`config.mk`:
```
export PLATFORM = sky130hd
export DESIGN_NAME = stretch_blit_alpha_gate_unit_flat
export DESIGN_NICKNAME = d
export VERILOG_FILES = /design/src/sv/sbag_pkg.sv /design/src/sv/sbag_in_if.sv /design/src/sv/sbag_out_if.sv /design/src/sv/sbag_cfg.sv /design/src/sv/sbag_div.sv /design/src/sv/sbag_dpath.sv /design/src/sv/sbag_ctrl.sv /design/src/sv/stretch_blit_alpha_gate_unit.sv /design/src/flat_wrapper.sv
export SDC_FILE = /design/constraint.sdc
export NUM_CORES = 2
export LEC_CHECK = 0
export BUFFER_PORTS_ARGS = -buffer_cell sky130_fd_sc_hd__buf_4
export CORE_AREA = 5 5 529 270
export DETAILED_ROUTE_END_ITERATION = 10
export DIE_AREA = 0 0 534 275
export PLACE_DENSITY = 0.43
export RECOVER_POWER = 50
export SLEW_MARGIN = 10
export SYNTH_ARGS = -nofsm -noshare
export SYNTH_HDL_FRONTEND = slang
export SYNTH_SLANG_ARGS = --single-unit
```
`constraint.sdc`:
```
create_clock -name clk -period 21.4 [get_ports clk]
set_input_delay 4.28 -clock clk [delete_from_list [all_inputs] [get_ports clk]]
set_output_delay 4.28 -clock clk [all_outputs]
set_load 0.03 [all_outputs]
```
`src/sv/sbag_pkg.sv`:
```
// Shared constants, register codes and structs of the stretch blit alpha gate block.
`timescale 1ns / 1ps

package sbag_pkg;

  // Coordinate and fixed-point sizes
  localparam int COORD_BITS = 12;
  localparam int FRAC_BITS  = 16;
  localparam int SIZE_W     = COORD_BITS + 1;
  localparam int SURF_W     = 13;
  localparam int PIX_W      = 32;
  localparam int ADDR_W     = 24;
  localparam int ALPHA_W    = 8;
  localparam int ALPHA_LSB  = 24;
  localparam int OFS_W      = 17;
  localparam int QUO_W      = SIZE_W + FRAC_BITS;
  localparam int ACC_W      = QUO_W + 1;

  // APB register file
  localparam int PDATA_W   = 32;
  localparam int REG_IDX_W = 3;
  localparam int PADDR_W   = REG_IDX_W + 2;

  localparam logic [REG_IDX_W-1:0] REG_SRC_W     = 3'd0;
  localparam logic [REG_IDX_W-1:0] REG_SRC_H     = 3'd1;
  localparam logic [REG_IDX_W-1:0] REG_DST_W     = 3'd2;
  localparam logic [REG_IDX_W-1:0] REG_DST_H     = 3'd3;
  localparam logic [REG_IDX_W-1:0] REG_ALPHA_THR = 3'd4;

  localparam logic [SURF_W-1:0]  RST_SRC_W     = 13'd640;
  localparam logic [SURF_W-1:0]  RST_SRC_H     = 13'd480;
  localparam logic [SURF_W-1:0]  RST_DST_W     = 13'd640;
  localparam logic [SURF_W-1:0]  RST_DST_H     = 13'd480;
  localparam logic [ALPHA_W-1:0] RST_ALPHA_THR = 8'd255;

  // Operation codes
  localparam logic OP_START = 1'b0;
  localparam logic OP_PIXEL = 1'b1;

  typedef struct packed {
    logic [SURF_W-1:0]  src_w;
    logic [SURF_W-1:0]  src_h;
    logic [SURF_W-1:0]  dst_w;
    logic [SURF_W-1:0]  dst_h;
    logic [ALPHA_W-1:0] alpha_thr;
  } cfg_t;

  typedef struct packed {
    logic                  operation;
    logic [COORD_BITS-1:0] src_rect_x;
    logic [COORD_BITS-1:0] src_rect_y;
    logic [SIZE_W-1:0]     src_rect_w;
    logic [SIZE_W-1:0]     src_rect_h;
    logic [COORD_BITS-1:0] dst_rect_x;
    logic [COORD_BITS-1:0] dst_rect_y;
    logic [SIZE_W-1:0]     dst_rect_w;
    logic [SIZE_W-1:0]     dst_rect_h;
    logic [PIX_W-1:0]      pixel_in;
  } in_item_t;

  typedef struct packed {
    logic [ADDR_W-1:0] src_addr;
    logic              src_addr_valid;
    logic [ADDR_W-1:0] dst_addr;
    logic              write_enable;
    logic [PIX_W-1:0]  pixel_out;
    logic              last;
    logic              rejected;
  } out_item_t;

  // Controller to datapath
  typedef struct packed {
    logic accept;
    logic load_out;
  } cmd_t;

  // Datapath to controller
  typedef struct packed {
    logic is_start;
    logic start_ok;
    logic div_busy;
  } sts_t;

endpackage

```
`src/sv/sbag_in_if.sv`:
```
// Input channel: valid/ready handshake with start and pixel fields.
`timescale 1ns / 1ps

interface sbag_in_if;
  logic                            valid;
  logic                            ready;
  logic                            operation;
  logic [sbag_pkg::COORD_BITS-1:0] src_rect_x;
  logic [sbag_pkg::COORD_BITS-1:0] src_rect_y;
  logic [sbag_pkg::SIZE_W-1:0]     src_rect_w;
  logic [sbag_pkg::SIZE_W-1:0]     src_rect_h;
  logic [sbag_pkg::COORD_BITS-1:0] dst_rect_x;
  logic [sbag_pkg::COORD_BITS-1:0] dst_rect_y;
  logic [sbag_pkg::SIZE_W-1:0]     dst_rect_w;
  logic [sbag_pkg::SIZE_W-1:0]     dst_rect_h;
  logic [sbag_pkg::PIX_W-1:0]      pixel_in;

  modport source (
    output valid, operation, src_rect_x, src_rect_y, src_rect_w, src_rect_h,
           dst_rect_x, dst_rect_y, dst_rect_w, dst_rect_h, pixel_in,
    input  ready
  );

  modport sink (
    input  valid, operation, src_rect_x, src_rect_y, src_rect_w, src_rect_h,
           dst_rect_x, dst_rect_y, dst_rect_w, dst_rect_h, pixel_in,
    output ready
  );
endinterface

```
`src/sv/sbag_out_if.sv`:
```
// Result channel: valid/ready handshake with address, gate and pixel fields.
`timescale 1ns / 1ps

interface sbag_out_if;
  logic                        valid;
  logic                        ready;
  logic [sbag_pkg::ADDR_W-1:0] src_addr;
  logic                        src_addr_valid;
  logic [sbag_pkg::ADDR_W-1:0] dst_addr;
  logic                        write_enable;
  logic [sbag_pkg::PIX_W-1:0]  pixel_out;
  logic                        last;
  logic                        rejected;

  modport source (
    output valid, src_addr, src_addr_valid, dst_addr, write_enable, pixel_out,
           last, rejected,
    input  ready
  );

  modport sink (
    input  valid, src_addr, src_addr_valid, dst_addr, write_enable, pixel_out,
           last, rejected,
    output ready
  );
endinterface

```
`src/sv/sbag_cfg.sv`:
```
// APB register file holding surface sizes and the alpha threshold.
`timescale 1ns / 1ps

module sbag_cfg (
  input  logic                         clk,
  input  logic                         rst_n,
  input  logic                         psel,
  input  logic                         penable,
  input  logic                         pwrite,
  input  logic [sbag_pkg::PADDR_W-1:0] paddr,
  input  logic [sbag_pkg::PDATA_W-1:0] pwdata,
  output logic [sbag_pkg::PDATA_W-1:0] prdata,
  output logic                         pready,
  output sbag_pkg::cfg_t               cfg
);

  sbag_pkg::cfg_t                  cfg_r;
  logic [sbag_pkg::REG_IDX_W-1:0]  idx;
  logic                            wr;

  assign pready = 1'b1;
  assign idx    = paddr[sbag_pkg::PADDR_W-1:2];
  assign wr     = psel && penable && pwrite && pready;
  assign cfg    = cfg_r;

  always_ff @(posedge clk) begin
    if (!rst_n) begin
      cfg_r.src_w     <= sbag_pkg::RST_SRC_W;
      cfg_r.src_h     <= sbag_pkg::RST_SRC_H;
      cfg_r.dst_w     <= sbag_pkg::RST_DST_W;
      cfg_r.dst_h     <= sbag_pkg::RST_DST_H;
      cfg_r.alpha_thr <= sbag_pkg::RST_ALPHA_THR;
    end else if (wr) begin
      unique case (idx)
        sbag_pkg::REG_SRC_W:     cfg_r.src_w     <= pwdata[sbag_pkg::SURF_W-1:0];
        sbag_pkg::REG_SRC_H:     cfg_r.src_h     <= pwdata[sbag_pkg::SURF_W-1:0];
        sbag_pkg::REG_DST_W:     cfg_r.dst_w     <= pwdata[sbag_pkg::SURF_W-1:0];
        sbag_pkg::REG_DST_H:     cfg_r.dst_h     <= pwdata[sbag_pkg::SURF_W-1:0];
        sbag_pkg::REG_ALPHA_THR: cfg_r.alpha_thr <= pwdata[sbag_pkg::ALPHA_W-1:0];
        default: ;
      endcase
    end
  end

  always_comb begin
    unique case (idx)
      sbag_pkg::REG_SRC_W:     prdata = sbag_pkg::PDATA_W'(cfg_r.src_w);
      sbag_pkg::REG_SRC_H:     prdata = sbag_pkg::PDATA_W'(cfg_r.src_h);
      sbag_pkg::REG_DST_W:     prdata = sbag_pkg::PDATA_W'(cfg_r.dst_w);
      sbag_pkg::REG_DST_H:     prdata = sbag_pkg::PDATA_W'(cfg_r.dst_h);
      sbag_pkg::REG_ALPHA_THR: prdata = sbag_pkg::PDATA_W'(cfg_r.alpha_thr);
      default:                 prdata = '0;
    endcase
  end

endmodule

```
`src/sv/sbag_div.sv`:
```
// Two-lane restoring divider, one quotient bit per cycle, for the step ratios.
`timescale 1ns / 1ps

module sbag_div (
  input  logic                                 clk,
  input  logic                                 rst_n,
  input  logic                                 start,
  input  logic [1:0][sbag_pkg::QUO_W-1:0]      num,
  input  logic [1:0][sbag_pkg::SIZE_W-1:0]     den,
  output logic                                 busy,
  output logic [1:0][sbag_pkg::QUO_W-1:0]      quo
);

  localparam int CNT_W = $clog2(sbag_pkg::QUO_W + 1);

  logic [CNT_W-1:0]              cnt_r;
  logic                          busy_r;
  logic [sbag_pkg::QUO_W-1:0]    q_r     [2];
  logic [sbag_pkg::QUO_W-1:0]    q_nxt   [2];
  logic [sbag_pkg::SIZE_W-1:0]   rem_r   [2];
  logic [sbag_pkg::SIZE_W-1:0]   rem_nxt [2];
  logic [sbag_pkg::SIZE_W-1:0]   den_r   [2];
  logic [sbag_pkg::SIZE_W:0]     trial   [2];
  logic                          fit     [2];

  // Quotient bits shift in where dividend bits shift out.
  always_comb begin
    for (int i = 0; i < 2; i++) begin
      trial[i]   = {rem_r[i], q_r[i][sbag_pkg::QUO_W-1]};
      fit[i]     = trial[i] >= {1'b0, den_r[i]};
      rem_nxt[i] = fit[i] ? sbag_pkg::SIZE_W'(trial[i] - {1'b0, den_r[i]})
                          : trial[i][sbag_pkg::SIZE_W-1:0];
      q_nxt[i]   = {q_r[i][sbag_pkg::QUO_W-2:0], fit[i]};
    end
  end

  always_ff @(posedge clk) begin
    if (!rst_n) begin
      busy_r <= 1'b0;
      cnt_r  <= '0;
    end else if (start) begin
      busy_r <= 1'b1;
      cnt_r  <= CNT_W'(sbag_pkg::QUO_W);
    end else if (busy_r) begin
      cnt_r  <= cnt_r - 1'b1;
      busy_r <= (cnt_r != CNT_W'(1));
    end
  end

  always_ff @(posedge clk) begin
    for (int i = 0; i < 2; i++) begin
      if (start) begin
        q_r[i]   <= num[i];
        rem_r[i] <= '0;
        den_r[i] <= den[i];
      end else if (busy_r) begin
        q_r[i]   <= q_nxt[i];
        rem_r[i] <= rem_nxt[i];
      end
    end
  end

  assign busy   = busy_r;
  assign quo[0] = q_r[0];
  assign quo[1] = q_r[1];

  a_start_loads: assert property (@(posedge clk) disable iff (!rst_n)
    start |=> busy_r && (cnt_r == CNT_W'(sbag_pkg::QUO_W)))
    else $error("divider did not load on start");

  a_runs_out: assert property (@(posedge clk) disable iff (!rst_n)
    busy_r && !start && (cnt_r > CNT_W'(1)) |=> busy_r)
    else $error("divider stopped early");

  a_idle_count: assert property (@(posedge clk) disable iff (!rst_n)
    !busy_r |-> (cnt_r == '0))
    else $error("divider idle with count left");

endmodule

```
`src/sv/sbag_dpath.sv`:
```
// Datapath: bounds check, rectangle and stepper state, address multipliers, result register.
`timescale 1ns / 1ps

module sbag_dpath (
  input  logic                clk,
  input  logic                rst_n,
  input  sbag_pkg::cfg_t      cfg,
  input  sbag_pkg::in_item_t  in_item,
  input  sbag_pkg::cmd_t      cmd,
  output sbag_pkg::sts_t      sts,
  output sbag_pkg::out_item_t out_item
);

  localparam int CB    = sbag_pkg::COORD_BITS;
  localparam int SW    = sbag_pkg::SIZE_W;
  localparam int FB    = sbag_pkg::FRAC_BITS;
  localparam int END_W = ((SW > sbag_pkg::SURF_W) ? SW : sbag_pkg::SURF_W) + 1;
  localparam int SROW_W = ((CB > sbag_pkg::OFS_W) ? CB : sbag_pkg::OFS_W) + 1;
  localparam int SMUL_W = SROW_W + sbag_pkg::SURF_W;
  localparam int DROW_W = ((CB > SW) ? CB : SW) + 1;
  localparam int DMUL_W = DROW_W + sbag_pkg::SURF_W;
  localparam int ACC_W  = sbag_pkg::ACC_W;

  // Blit state
  logic                       active_r;
  logic [CB-1:0]              src_x_r, src_y_r, dst_x_r, dst_y_r;
  logic [SW-1:0]              last_col_r, last_row_r;
  logic [FB-1:0]              acc_x_r, acc_y_r;
  logic [sbag_pkg::OFS_W-1:0] src_col_r, src_row_r;
  logic [SW-1:0]              col_cnt_r, row_cnt_r;

  // Result of the accepted transaction, completed in the output step
  logic                         res_src_valid_r, res_rej_r, res_last_r, res_we_r;
  logic [sbag_pkg::ADDR_W-1:0]  res_dst_r;
  logic [sbag_pkg::PIX_W-1:0]   res_pix_r;
  sbag_pkg::out_item_t          out_r;

  logic                         is_start, start_ok, div_start, is_last, row_adv;
  logic [1:0][sbag_pkg::QUO_W-1:0] div_num, div_quo;
  logic [1:0][SW-1:0]           div_den;
  logic                         div_busy;
  logic [ACC_W-1:0]             acc_x_sum, acc_y_sum;
  logic [SROW_W-1:0]            srow, scol;
  logic [SMUL_W-1:0]            sprod;
  logic [sbag_pkg::ADDR_W-1:0]  src_addr;
  logic [DROW_W-1:0]            drow, dcol;
  logic [DMUL_W-1:0]            dprod;
  logic [sbag_pkg::ADDR_W-1:0]  dst_addr;
  logic                         gate;

  assign is_start = (in_item.operation == sbag_pkg::OP_START);

  assign start_ok =
      (in_item.src_rect_w != '0) && (in_item.src_rect_h != '0) &&
      (in_item.dst_rect_w != '0) && (in_item.dst_rect_h != '0) &&
      (END_W'(in_item.src_rect_x) + END_W'(in_item.src_rect_w) <= END_W'(cfg.src_w)) &&
      (END_W'(in_item.src_rect_y) + END_W'(in_item.src_rect_h) <= END_W'(cfg.src_h)) &&
      (END_W'(in_item.dst_rect_x) + END_W'(in_item.dst_rect_w) <= END_W'(cfg.dst_w)) &&
      (END_W'(in_item.dst_rect_y) + END_W'(in_item.dst_rect_h) <= END_W'(cfg.dst_h));

  assign div_start  = cmd.accept && is_start && start_ok;
  assign div_num[0] = {in_item.src_rect_w, {FB{1'b0}}};
  assign div_num[1] = {in_item.src_rect_h, {FB{1'b0}}};
  assign div_den[0] = in_item.dst_rect_w;
  assign div_den[1] = in_item.dst_rect_h;

  sbag_div u_div (
    .clk   (clk),
    .rst_n (rst_n),
    .start (div_start),
    .num   (div_num),
    .den   (div_den),
    .busy  (div_busy),
    .quo   (div_quo)
  );

  assign sts.is_start = is_start;
  assign sts.start_ok = start_ok;
  assign sts.div_busy = div_busy;

  // Destination address of the carried pixel
  assign drow     = DROW_W'(dst_y_r) + DROW_W'(row_cnt_r);
  assign dcol     = DROW_W'(dst_x_r) + DROW_W'(col_cnt_r);
  assign dprod    = DMUL_W'(drow) * DMUL_W'(cfg.dst_w);
  assign dst_addr = sbag_pkg::ADDR_W'(dprod + DMUL_W'(dcol));
  assign gate     = in_item.pixel_in[sbag_pkg::ALPHA_LSB +: sbag_pkg::ALPHA_W] >= cfg.alpha_thr;

  assign is_last   = (col_cnt_r == last_col_r) && (row_cnt_r == last_row_r);
  assign row_adv   = row_cnt_r < last_row_r;
  assign acc_x_sum = ACC_W'(acc_x_r) + ACC_W'(div_quo[0]);
  assign acc_y_sum = ACC_W'(acc_y_r) + ACC_W'(div_quo[1]);

  // Source fetch address from the stepper state after the update
  assign srow     = SROW_W'(src_y_r) + SROW_W'(src_row_r);
  assign scol     = SROW_W'(src_x_r) + SROW_W'(src_col_r);
  assign sprod    = SMUL_W'(srow) * SMUL_W'(cfg.src_w);
  assign src_addr = sbag_pkg::ADDR_W'(sprod + SMUL_W'(scol));

  always_ff @(posedge clk) begin
    if (!rst_n) begin
      active_r   <= 1'b0;
      src_x_r    <= '0;
      src_y_r    <= '0;
      dst_x_r    <= '0;
      dst_y_r    <= '0;
      last_col_r <= '0;
      last_row_r <= '0;
      acc_x_r    <= '0;
      acc_y_r    <= '0;
      src_col_r  <= '0;
      src_row_r  <= '0;
      col_cnt_r  <= '0;
      row_cnt_r  <= '0;
    end else if (cmd.accept) begin
      if (is_start) begin
        active_r <= start_ok;
        if (start_ok) begin
          src_x_r    <= in_item.src_rect_x;
          src_y_r    <= in_item.src_rect_y;
          dst_x_r    <= in_item.dst_rect_x;
          dst_y_r    <= in_item.dst_rect_y;
          last_col_r <= in_item.dst_rect_w - 1'b1;
          last_row_r <= in_item.dst_rect_h - 1'b1;
          acc_x_r    <= '0;
          acc_y_r    <= '0;
          src_col_r  <= '0;
          src_row_r  <= '0;
          col_cnt_r  <= '0;
          row_cnt_r  <= '0;
        end
      end else if (active_r) begin
        if (is_last) begin
          active_r <= 1'b0;
        end else if (row_adv) begin
          row_cnt_r <= row_cnt_r + 1'b1;
          acc_y_r   <= acc_y_sum[FB-1:0];
          src_row_r <= src_row_r + sbag_pkg::OFS_W'(acc_y_sum[ACC_W-1:FB]);
        end else begin
          // end of column: vertical stepper restarts
          row_cnt_r <= '0;
          acc_y_r   <= '0;
          src_row_r <= '0;
          col_cnt_r <= col_cnt_r + 1'b1;
          acc_x_r   <= acc_x_sum[FB-1:0];
          src_col_r <= src_col_r + sbag_pkg::OFS_W'(acc_x_sum[ACC_W-1:FB]);
        end
      end
    end
  end

  always_ff @(posedge clk) begin
    if (cmd.accept) begin
      if (is_start) begin
        res_src_valid_r <= start_ok;
        res_rej_r       <= !start_ok;
        res_last_r      <= 1'b0;
        res_we_r        <= 1'b0;
        res_dst_r       <= '0;
        res_pix_r       <= '0;
      end else if (active_r) begin
        res_src_valid_r <= !is_last;
        res_rej_r       <= 1'b0;
        res_last_r      <= is_last;
        res_we_r        <= gate;
        res_dst_r       <= dst_addr;
        res_pix_r       <= in_item.pixel_in;
      end else begin
        // pixel with no blit running
        res_src_valid_r <= 1'b0;
        res_rej_r       <= 1'b0;
        res_last_r      <= 1'b0;
        res_we_r        <= 1'b0;
        res_dst_r       <= '0;
        res_pix_r       <= '0;
      end
    end
  end

  always_ff @(posedge clk) begin
    if (cmd.load_out) begin
      out_r.src_addr       <= res_src_valid_r ? src_addr : '0;
      out_r.src_addr_valid <= res_src_valid_r;
      out_r.dst_addr       <= res_dst_r;
      out_r.write_enable   <= res_we_r;
      out_r.pixel_out      <= res_pix_r;
      out_r.last           <= res_last_r;
      out_r.rejected       <= res_rej_r;
    end
  end

  assign out_item = out_r;

endmodule

```
`src/sv/sbag_ctrl.sv`:
```
// Controller: accepts transactions, waits out the step division, loads the result register.
`timescale 1ns / 1ps

module sbag_ctrl (
  input  logic           clk,
  input  logic           rst_n,
  input  logic           in_valid,
  input  logic           out_ready,
  input  sbag_pkg::sts_t sts,
  output logic           in_ready,
  output logic           out_valid,
  output sbag_pkg::cmd_t cmd
);

  typedef enum logic [1:0] {
    S_IDLE,
    S_DIV,
    S_OUT
  } state_t;

  state_t state_r, state_nxt;
  logic   out_valid_r, out_valid_nxt;
  logic   out_free;

  assign in_ready     = (state_r == S_IDLE);
  assign out_valid    = out_valid_r;
  assign out_free     = !out_valid_r || out_ready;
  assign cmd.accept   = in_valid && (state_r == S_IDLE);
  assign cmd.load_out = (state_r == S_OUT) && out_free;

  always_comb begin
    state_nxt     = state_r;
    out_valid_nxt = out_valid_r && !out_ready;
    unique case (state_r)
      S_IDLE: begin
        if (in_valid) begin
          state_nxt = (sts.is_start && sts.start_ok) ? S_DIV : S_OUT;
        end
      end
      S_DIV: begin
        if (!sts.div_busy) begin
          state_nxt = S_OUT;
        end
      end
      S_OUT: begin
        if (out_free) begin
          out_valid_nxt = 1'b1;
          state_nxt     = S_IDLE;
        end
      end
      default: state_nxt = S_IDLE;
    endcase
  end

  always_ff @(posedge clk) begin
    if (!rst_n) begin
      state_r     <= S_IDLE;
      out_valid_r <= 1'b0;
    end else begin
      state_r     <= state_nxt;
      out_valid_r <= out_valid_nxt;
    end
  end

  a_good_start_divides: assert property (@(posedge clk) disable iff (!rst_n)
    cmd.accept && sts.is_start && sts.start_ok |=> (state_r == S_DIV) && sts.div_busy)
    else $error("accepted start did not enter division");

  a_div_done_outputs: assert property (@(posedge clk) disable iff (!rst_n)
    (state_r == S_DIV) && !sts.div_busy |=> (state_r == S_OUT))
    else $error("division finished but no result step");

  a_load_shows: assert property (@(posedge clk) disable iff (!rst_n)
    cmd.load_out |=> out_valid_r && (state_r == S_IDLE))
    else $error("result load did not raise valid");

  a_held_result_waits: assert property (@(posedge clk) disable iff (!rst_n)
    (state_r == S_OUT) && out_valid_r && !out_ready |=> (state_r == S_OUT))
    else $error("result overwrote one not yet taken");

endmodule

```
`src/sv/stretch_blit_alpha_gate_unit.sv`:
```
// Pixel transaction: counter step and destination multiply, then source address multiply into
//   the result register; a rejected start or an idle pixel takes the same path.
// Accepted start: 29 restoring-divider steps form both ratios, then the controller sees the
//   divider finish before the result step.
// A new transaction is taken only after the previous result is loaded; a waiting result holds.
// Reset: synchronous active-low rst_n; all but the result and divider data registers take their
//   reset values, and the block comes up idle with no blit running and no result pending.
`timescale 1ns / 1ps

module stretch_blit_alpha_gate_unit (
  input  logic                         clk,
  input  logic                         rst_n,
  sbag_in_if.sink                      in_ch,
  sbag_out_if.source                   out_ch,
  input  logic                         psel,
  input  logic                         penable,
  input  logic                         pwrite,
  input  logic [sbag_pkg::PADDR_W-1:0] paddr,
  input  logic [sbag_pkg::PDATA_W-1:0] pwdata,
  output logic [sbag_pkg::PDATA_W-1:0] prdata,
  output logic                         pready
);

  sbag_pkg::cfg_t      cfg;
  sbag_pkg::in_item_t  in_item;
  sbag_pkg::out_item_t out_item;
  sbag_pkg::cmd_t      cmd;
  sbag_pkg::sts_t      sts;

  assign in_item.operation  = in_ch.operation;
  assign in_item.src_rect_x = in_ch.src_rect_x;
  assign in_item.src_rect_y = in_ch.src_rect_y;
  assign in_item.src_rect_w = in_ch.src_rect_w;
  assign in_item.src_rect_h = in_ch.src_rect_h;
  assign in_item.dst_rect_x = in_ch.dst_rect_x;
  assign in_item.dst_rect_y = in_ch.dst_rect_y;
  assign in_item.dst_rect_w = in_ch.dst_rect_w;
  assign in_item.dst_rect_h = in_ch.dst_rect_h;
  assign in_item.pixel_in   = in_ch.pixel_in;

  assign out_ch.src_addr       = out_item.src_addr;
  assign out_ch.src_addr_valid = out_item.src_addr_valid;
  assign out_ch.dst_addr       = out_item.dst_addr;
  assign out_ch.write_enable   = out_item.write_enable;
  assign out_ch.pixel_out      = out_item.pixel_out;
  assign out_ch.last           = out_item.last;
  assign out_ch.rejected       = out_item.rejected;

  sbag_cfg u_cfg (
    .clk     (clk),
    .rst_n   (rst_n),
    .psel    (psel),
    .penable (penable),
    .pwrite  (pwrite),
    .paddr   (paddr),
    .pwdata  (pwdata),
    .prdata  (prdata),
    .pready  (pready),
    .cfg     (cfg)
  );

  sbag_dpath u_dpath (
    .clk      (clk),
    .rst_n    (rst_n),
    .cfg      (cfg),
    .in_item  (in_item),
    .cmd      (cmd),
    .sts      (sts),
    .out_item (out_item)
  );

  sbag_ctrl u_ctrl (
    .clk       (clk),
    .rst_n     (rst_n),
    .in_valid  (in_ch.valid),
    .out_ready (out_ch.ready),
    .sts       (sts),
    .in_ready  (in_ch.ready),
    .out_valid (out_ch.valid),
    .cmd       (cmd)
  );

endmodule

```
`src/flat_wrapper.sv`:
```
// flat-port wrapper written by rule: the top's interface ports become plain ports
module stretch_blit_alpha_gate_unit_flat 
  (clk, rst_n, psel, penable, pwrite, paddr, pwdata, prdata, pready, in_ch_valid, in_ch_operation, in_ch_src_rect_x, in_ch_src_rect_y, in_ch_src_rect_w, in_ch_src_rect_h, in_ch_dst_rect_x, in_ch_dst_rect_y, in_ch_dst_rect_w, in_ch_dst_rect_h, in_ch_pixel_in, in_ch_ready, out_ch_valid, out_ch_src_addr, out_ch_src_addr_valid, out_ch_dst_addr, out_ch_write_enable, out_ch_pixel_out, out_ch_last, out_ch_rejected, out_ch_ready);
  sbag_in_if in_ch_i ();
  sbag_out_if out_ch_i ();
  input  logic clk;
  input  logic rst_n;
  input  logic psel;
  input  logic penable;
  input  logic pwrite;
  input  logic [sbag_pkg::PADDR_W-1:0] paddr;
  input  logic [sbag_pkg::PDATA_W-1:0] pwdata;
  output logic [sbag_pkg::PDATA_W-1:0] prdata;
  output logic pready;
  input wire logic [$bits(in_ch_i.valid)-1:0] in_ch_valid;
  input wire logic [$bits(in_ch_i.operation)-1:0] in_ch_operation;
  input wire logic [$bits(in_ch_i.src_rect_x)-1:0] in_ch_src_rect_x;
  input wire logic [$bits(in_ch_i.src_rect_y)-1:0] in_ch_src_rect_y;
  input wire logic [$bits(in_ch_i.src_rect_w)-1:0] in_ch_src_rect_w;
  input wire logic [$bits(in_ch_i.src_rect_h)-1:0] in_ch_src_rect_h;
  input wire logic [$bits(in_ch_i.dst_rect_x)-1:0] in_ch_dst_rect_x;
  input wire logic [$bits(in_ch_i.dst_rect_y)-1:0] in_ch_dst_rect_y;
  input wire logic [$bits(in_ch_i.dst_rect_w)-1:0] in_ch_dst_rect_w;
  input wire logic [$bits(in_ch_i.dst_rect_h)-1:0] in_ch_dst_rect_h;
  input wire logic [$bits(in_ch_i.pixel_in)-1:0] in_ch_pixel_in;
  output wire logic [$bits(in_ch_i.ready)-1:0] in_ch_ready;
  output wire logic [$bits(out_ch_i.valid)-1:0] out_ch_valid;
  output wire logic [$bits(out_ch_i.src_addr)-1:0] out_ch_src_addr;
  output wire logic [$bits(out_ch_i.src_addr_valid)-1:0] out_ch_src_addr_valid;
  output wire logic [$bits(out_ch_i.dst_addr)-1:0] out_ch_dst_addr;
  output wire logic [$bits(out_ch_i.write_enable)-1:0] out_ch_write_enable;
  output wire logic [$bits(out_ch_i.pixel_out)-1:0] out_ch_pixel_out;
  output wire logic [$bits(out_ch_i.last)-1:0] out_ch_last;
  output wire logic [$bits(out_ch_i.rejected)-1:0] out_ch_rejected;
  input wire logic [$bits(out_ch_i.ready)-1:0] out_ch_ready;
  assign in_ch_i.valid = in_ch_valid;
  assign in_ch_i.operation = in_ch_operation;
  assign in_ch_i.src_rect_x = in_ch_src_rect_x;
  assign in_ch_i.src_rect_y = in_ch_src_rect_y;
  assign in_ch_i.src_rect_w = in_ch_src_rect_w;
  assign in_ch_i.src_rect_h = in_ch_src_rect_h;
  assign in_ch_i.dst_rect_x = in_ch_dst_rect_x;
  assign in_ch_i.dst_rect_y = in_ch_dst_rect_y;
  assign in_ch_i.dst_rect_w = in_ch_dst_rect_w;
  assign in_ch_i.dst_rect_h = in_ch_dst_rect_h;
  assign in_ch_i.pixel_in = in_ch_pixel_in;
  assign in_ch_ready = in_ch_i.ready;
  assign out_ch_valid = out_ch_i.valid;
  assign out_ch_src_addr = out_ch_i.src_addr;
  assign out_ch_src_addr_valid = out_ch_i.src_addr_valid;
  assign out_ch_dst_addr = out_ch_i.dst_addr;
  assign out_ch_write_enable = out_ch_i.write_enable;
  assign out_ch_pixel_out = out_ch_i.pixel_out;
  assign out_ch_last = out_ch_i.last;
  assign out_ch_rejected = out_ch_i.rejected;
  assign out_ch_i.ready = out_ch_ready;
  stretch_blit_alpha_gate_unit u_core (.clk(clk), .rst_n(rst_n), .in_ch(in_ch_i), .out_ch(out_ch_i), .psel(psel), .penable(penable), .pwrite(pwrite), .paddr(paddr), .pwdata(pwdata), .prdata(prdata), .pready(pready));
endmodule
```
==> impl_metrics.py <==
metrics = {
    "sta": {
        "period_needed_ns": 11.29,
        "setup_viol": 0,
        "fin_tns_setup_ns": 0,
        "hold_viol": 0,
        "fmax_ghz": 0.08860,
        "finClkSkew_ns": 0.03577,
        "period_share_pct": 52.74,
        "max_slew_margin_pct": -171.9,
        "worst_slew_pin_slew_ns": 4.078,
        "drv_slew": 407,
        "rsz0062_at_grt": "false",
    },
    "setup_path": {
        "max_stage_delay_ns": 3.09,
        "crit_path_top_delay_cell": "clkinvlp_2",
        "worstPathArrival_ns": 11.89,
        "cp_cell_sequence": "clkbuf_1 > clkinvlp_2 > clkbuf_1 > or3_1 > mux2i_1",
        "start_kind": "input port",
        "path_class": "input port to flip-flop",
        "crit_required_ns": 22.01,
        "crit_path_end_kind": "flip-flop",
        "worst-path-max-fanout": 76,
        "critPathMostFrequentCell": "clkbuf_1",
    },
    "status": {
        "failed_checks": "max-capacitance violations, max-slew violations",
        "status": "complete, but fails checks",
    },
    "pwr": {
        "p_sw_share_pct": 28.19,
        "switchingPower_uw": 642.1,
        "p_total_mw": 2.278,
        "p_leak_nw": 20.20,
        "combPwrFrac_pct": 11.9,
        "power_frac_seq_pct": 44.4,
        "ir_worst_vdd_v": 0.00005959,
        "p_int_mw": 1.636,
        "p_per_area_nw_per_um2": 49.05,
        "clock_power_share_pct": 43.7,
    },
    "synth": {
        "netlist_instances": 4358,
        "syn_avg_cell_area_sq_um": 9.398,
        "synth-main-ff-cell": "edfxtp_1",
        "yosysTopAreaCell": "edfxtp_1",
        "yosysUniqueCellTypes": 80,
        "synth_seq_cells": 490,
        "synth_enable_flop_cells": 254,
        "yosysSeqAreaShare_pct": 30.16,
        "yosysWarnings": 0,
        "synth.cell_area_sq_um": 40960,
        "synth.top_cell.area_share_pct": 18.62,
        "synthArstFlopShare_pct": 0,
        "synth_area_leaders": "edfxtp_1 (19%), fa_1 (17%), dfxtp_1 (12%)",
    },
    "layout": {
        "fin_util_pct": 33.60,
        "num-nets-final": 5468,
        "final_area_sq_um": 46450,
        "drive_gt1_share_pct": 7.804,
        "instances_no_fill": 6450,
        "areaGrowthSynthToFinish_pct": 13.41,
    },
    "die": {
        "io_pins": 296,
        "die_w_microns": 534,
        "dieArea_sq_um": 146900,
        "rows": 97,
        "die_h_microns": 275,
        "fp.coreArea_sq_um": 138200,
        "start_util_pct": 29.63,
    },
    "clock_tree": {
        "cts_max_level": 2,
        "cts_setup_buffers": 0,
        "cts_tree": "yes",
        "cts_made_buffers": 54,
        "clk_pin_slew_ns": 0.07,
        "ctsResizeCount": 0,
        "root_buffer": "clkbuf_16",
        "clockBufferDepth": 3,
        "ctsHoldBuffers": 0,
        "cts_sinks": 490,
        "clock_insertion_delay_worst_skew_ns": 0.68,
    },
    "drt": {
        "postRouteAntennaNets": 0,
        "top_layer_used": "met4",
        "drc": 0,
        "vias_per_cell": 4.811,
        "m1WireLength_mm": 72.58,
        "wl_mm": 136.9,
        "wl_per_cell_microns": 21.22,
        "route.vias.total": 31030,
        "met2_length_mm": 53.28,
        "first_pass_iters": 5,
        "met3_length_mm": 8.732,
        "detail_route.iter0.violations": 2136,
    },
    "global_routing": {
        "grt_pass1_wl_mm": 204.5,
        "grt_start_max_net_pins": 78,
        "grt_pass1_vias": 30950,
        "grt.overflow.total": 0,
        "grt_usage_pct": 18.39,
        "antenna_found_initial": 4,
    },
    "placed_design": {
        "numPlacedInstances": 6343,
        "globalplace.congestion": 0.8479,
        "portBuffers": 254,
        "place_area_sq_um": 45130,
        "dp_hpwl_mm": 106.4,
    },
    "hold_path": {
        "hold_class": "flip-flop to flip-flop",
    },
    "job": {
        "cap_violations": 9,
    },
}
## power by group through the flow
stage | Sequential [mW] | Combinational, mW | Clock [mW]
finish | 1.01 | 0.270 | 0.996
global route | 1.01 | 0.293 | 1.07
CTS | 1.01 | 0.278 | 1.03
detailed placement | 1.03 | 0.276 | 0
global placement | 1.03 | 0.276 | 0
floorplan | 1.04 | 0.142 | 0
## through the flow
step / setup WS [ns] / hold WS, ns
global route: 9.573 / 0.4100
floorplan: 10.30 / 0.4003
CTS: 10.30 / 0.3945
global placement: 9.621 / 0.4003
detailed placement: 9.592 / 0.4045
finish: 10.11 / 0.4169
## cell usage after synthesis, types with 44 or more instances
cell type,number
nand2_1,559
a21o_1,63
nand3_1,74
and3_1,87
o21ai_0,97
fa_1,347
nand2b_1,44
clkbuf_1,147
nor2b_1,48
nor3_1,49
and2_1,187
nor2_1,266
edfxtp_1,254
dfxtp_1,236
xnor2_1,180
xor2_1,89
ha_1,376
inv_1,495
a21oi_1,285
## routing by layer
metal	vias to the layer above	GRT usage [%]
li1	14990	-
met1	15260	29.02
met2	674	25.51
met3	107	3.850
met4	0	3.317
met5	-	0
## kinds of logic after synthesis
kind of cell,after synthesis,share of synthesized area (%)
DFF,490,30.16
other,2,0.01834
AOI/OAI and AO/OA,674,10.26
muxes,61,1.726
adders and majority gates,723,28.45
buffers and inverters,682,6.480
xor gates and xnor gates,270,5.808
and+or+nand+nor,1456,17.11
## worst max-delay path: cells and delay by family
| family | cells | cell delay (ns) |
|---|---|---|
| multiplexers | 1 | 0.13 |
| AND/OR/NAND/NOR | 1 | 0.88 |
| buffers and inverters | 3 | 6.47 |
## layout by cell type (no fill, tap or decap), drive strengths merged, types with 87 or more instances in the layout
| master | n |
|---|---|
| nand2 | 559 |
| inv | 500 |
| ha | 376 |
| fa | 347 |
| a21oi | 286 |
| nor2 | 266 |
| edfxtp | 254 |
| dfxtp | 236 |
| buf | 196 |
| and2 | 188 |
| clkbuf | 187 |
| xnor2 | 180 |
| o21ai | 98 |
| xor2 | 89 |
| and3 | 87 |
## registers in the layout (all words and copies together), names as in the netlist, 13 cells and up
name and count:
u_core.u_dpath.src_col_r 17, u_core.u_dpath.u_div.q_r 58, u_core.u_dpath.row_cnt_r 13, u_core.u_dpath.last_row_r 13
u_core.u_dpath.col_cnt_r 13, u_core.u_dpath.last_col_r 13, u_core.u_dpath.acc_y_r 16, u_core.u_dpath.res_pix_r 32
u_core.u_dpath.acc_x_r 16, u_core.u_dpath.res_dst_r 24, u_core.u_dpath.src_row_r 17, u_core.u_cfg.cfg 60
u_core.u_dpath.u_div.den_r 26, u_core.u_dpath.u_div.rem_r 26, u_core.u_dpath.out_item 84
## area by class of cell
class	count	area, sq um
flip-flops and latches	490	12350
multi-input cells	3204	26180
clock buffers	62	1381
fillers	14320	91790
diodes	6	15.01
repair buffers	321	1948
well taps	1831	2291
clock inverters	39	411.6
inverters	497	1867
## worst paths after layout
path	startpoint	to	slack (ns)	cells after the start
min reg2reg	u_core.u_dpath.res_pix_r[20]	u_core.u_dpath.out_item[22]	0.42	0
max reg2reg	u_core.u_dpath.row_cnt_r[1]	u_core.u_dpath.res_dst_r[22]	12.56	26
min	u_core.u_dpath.res_pix_r[20]	u_core.u_dpath.out_item[22]	0.42	0
max	rst_n	u_core.u_dpath.src_col_r[16]	10.11	5
Note: power is estimated with default switching activity, not from simulation.
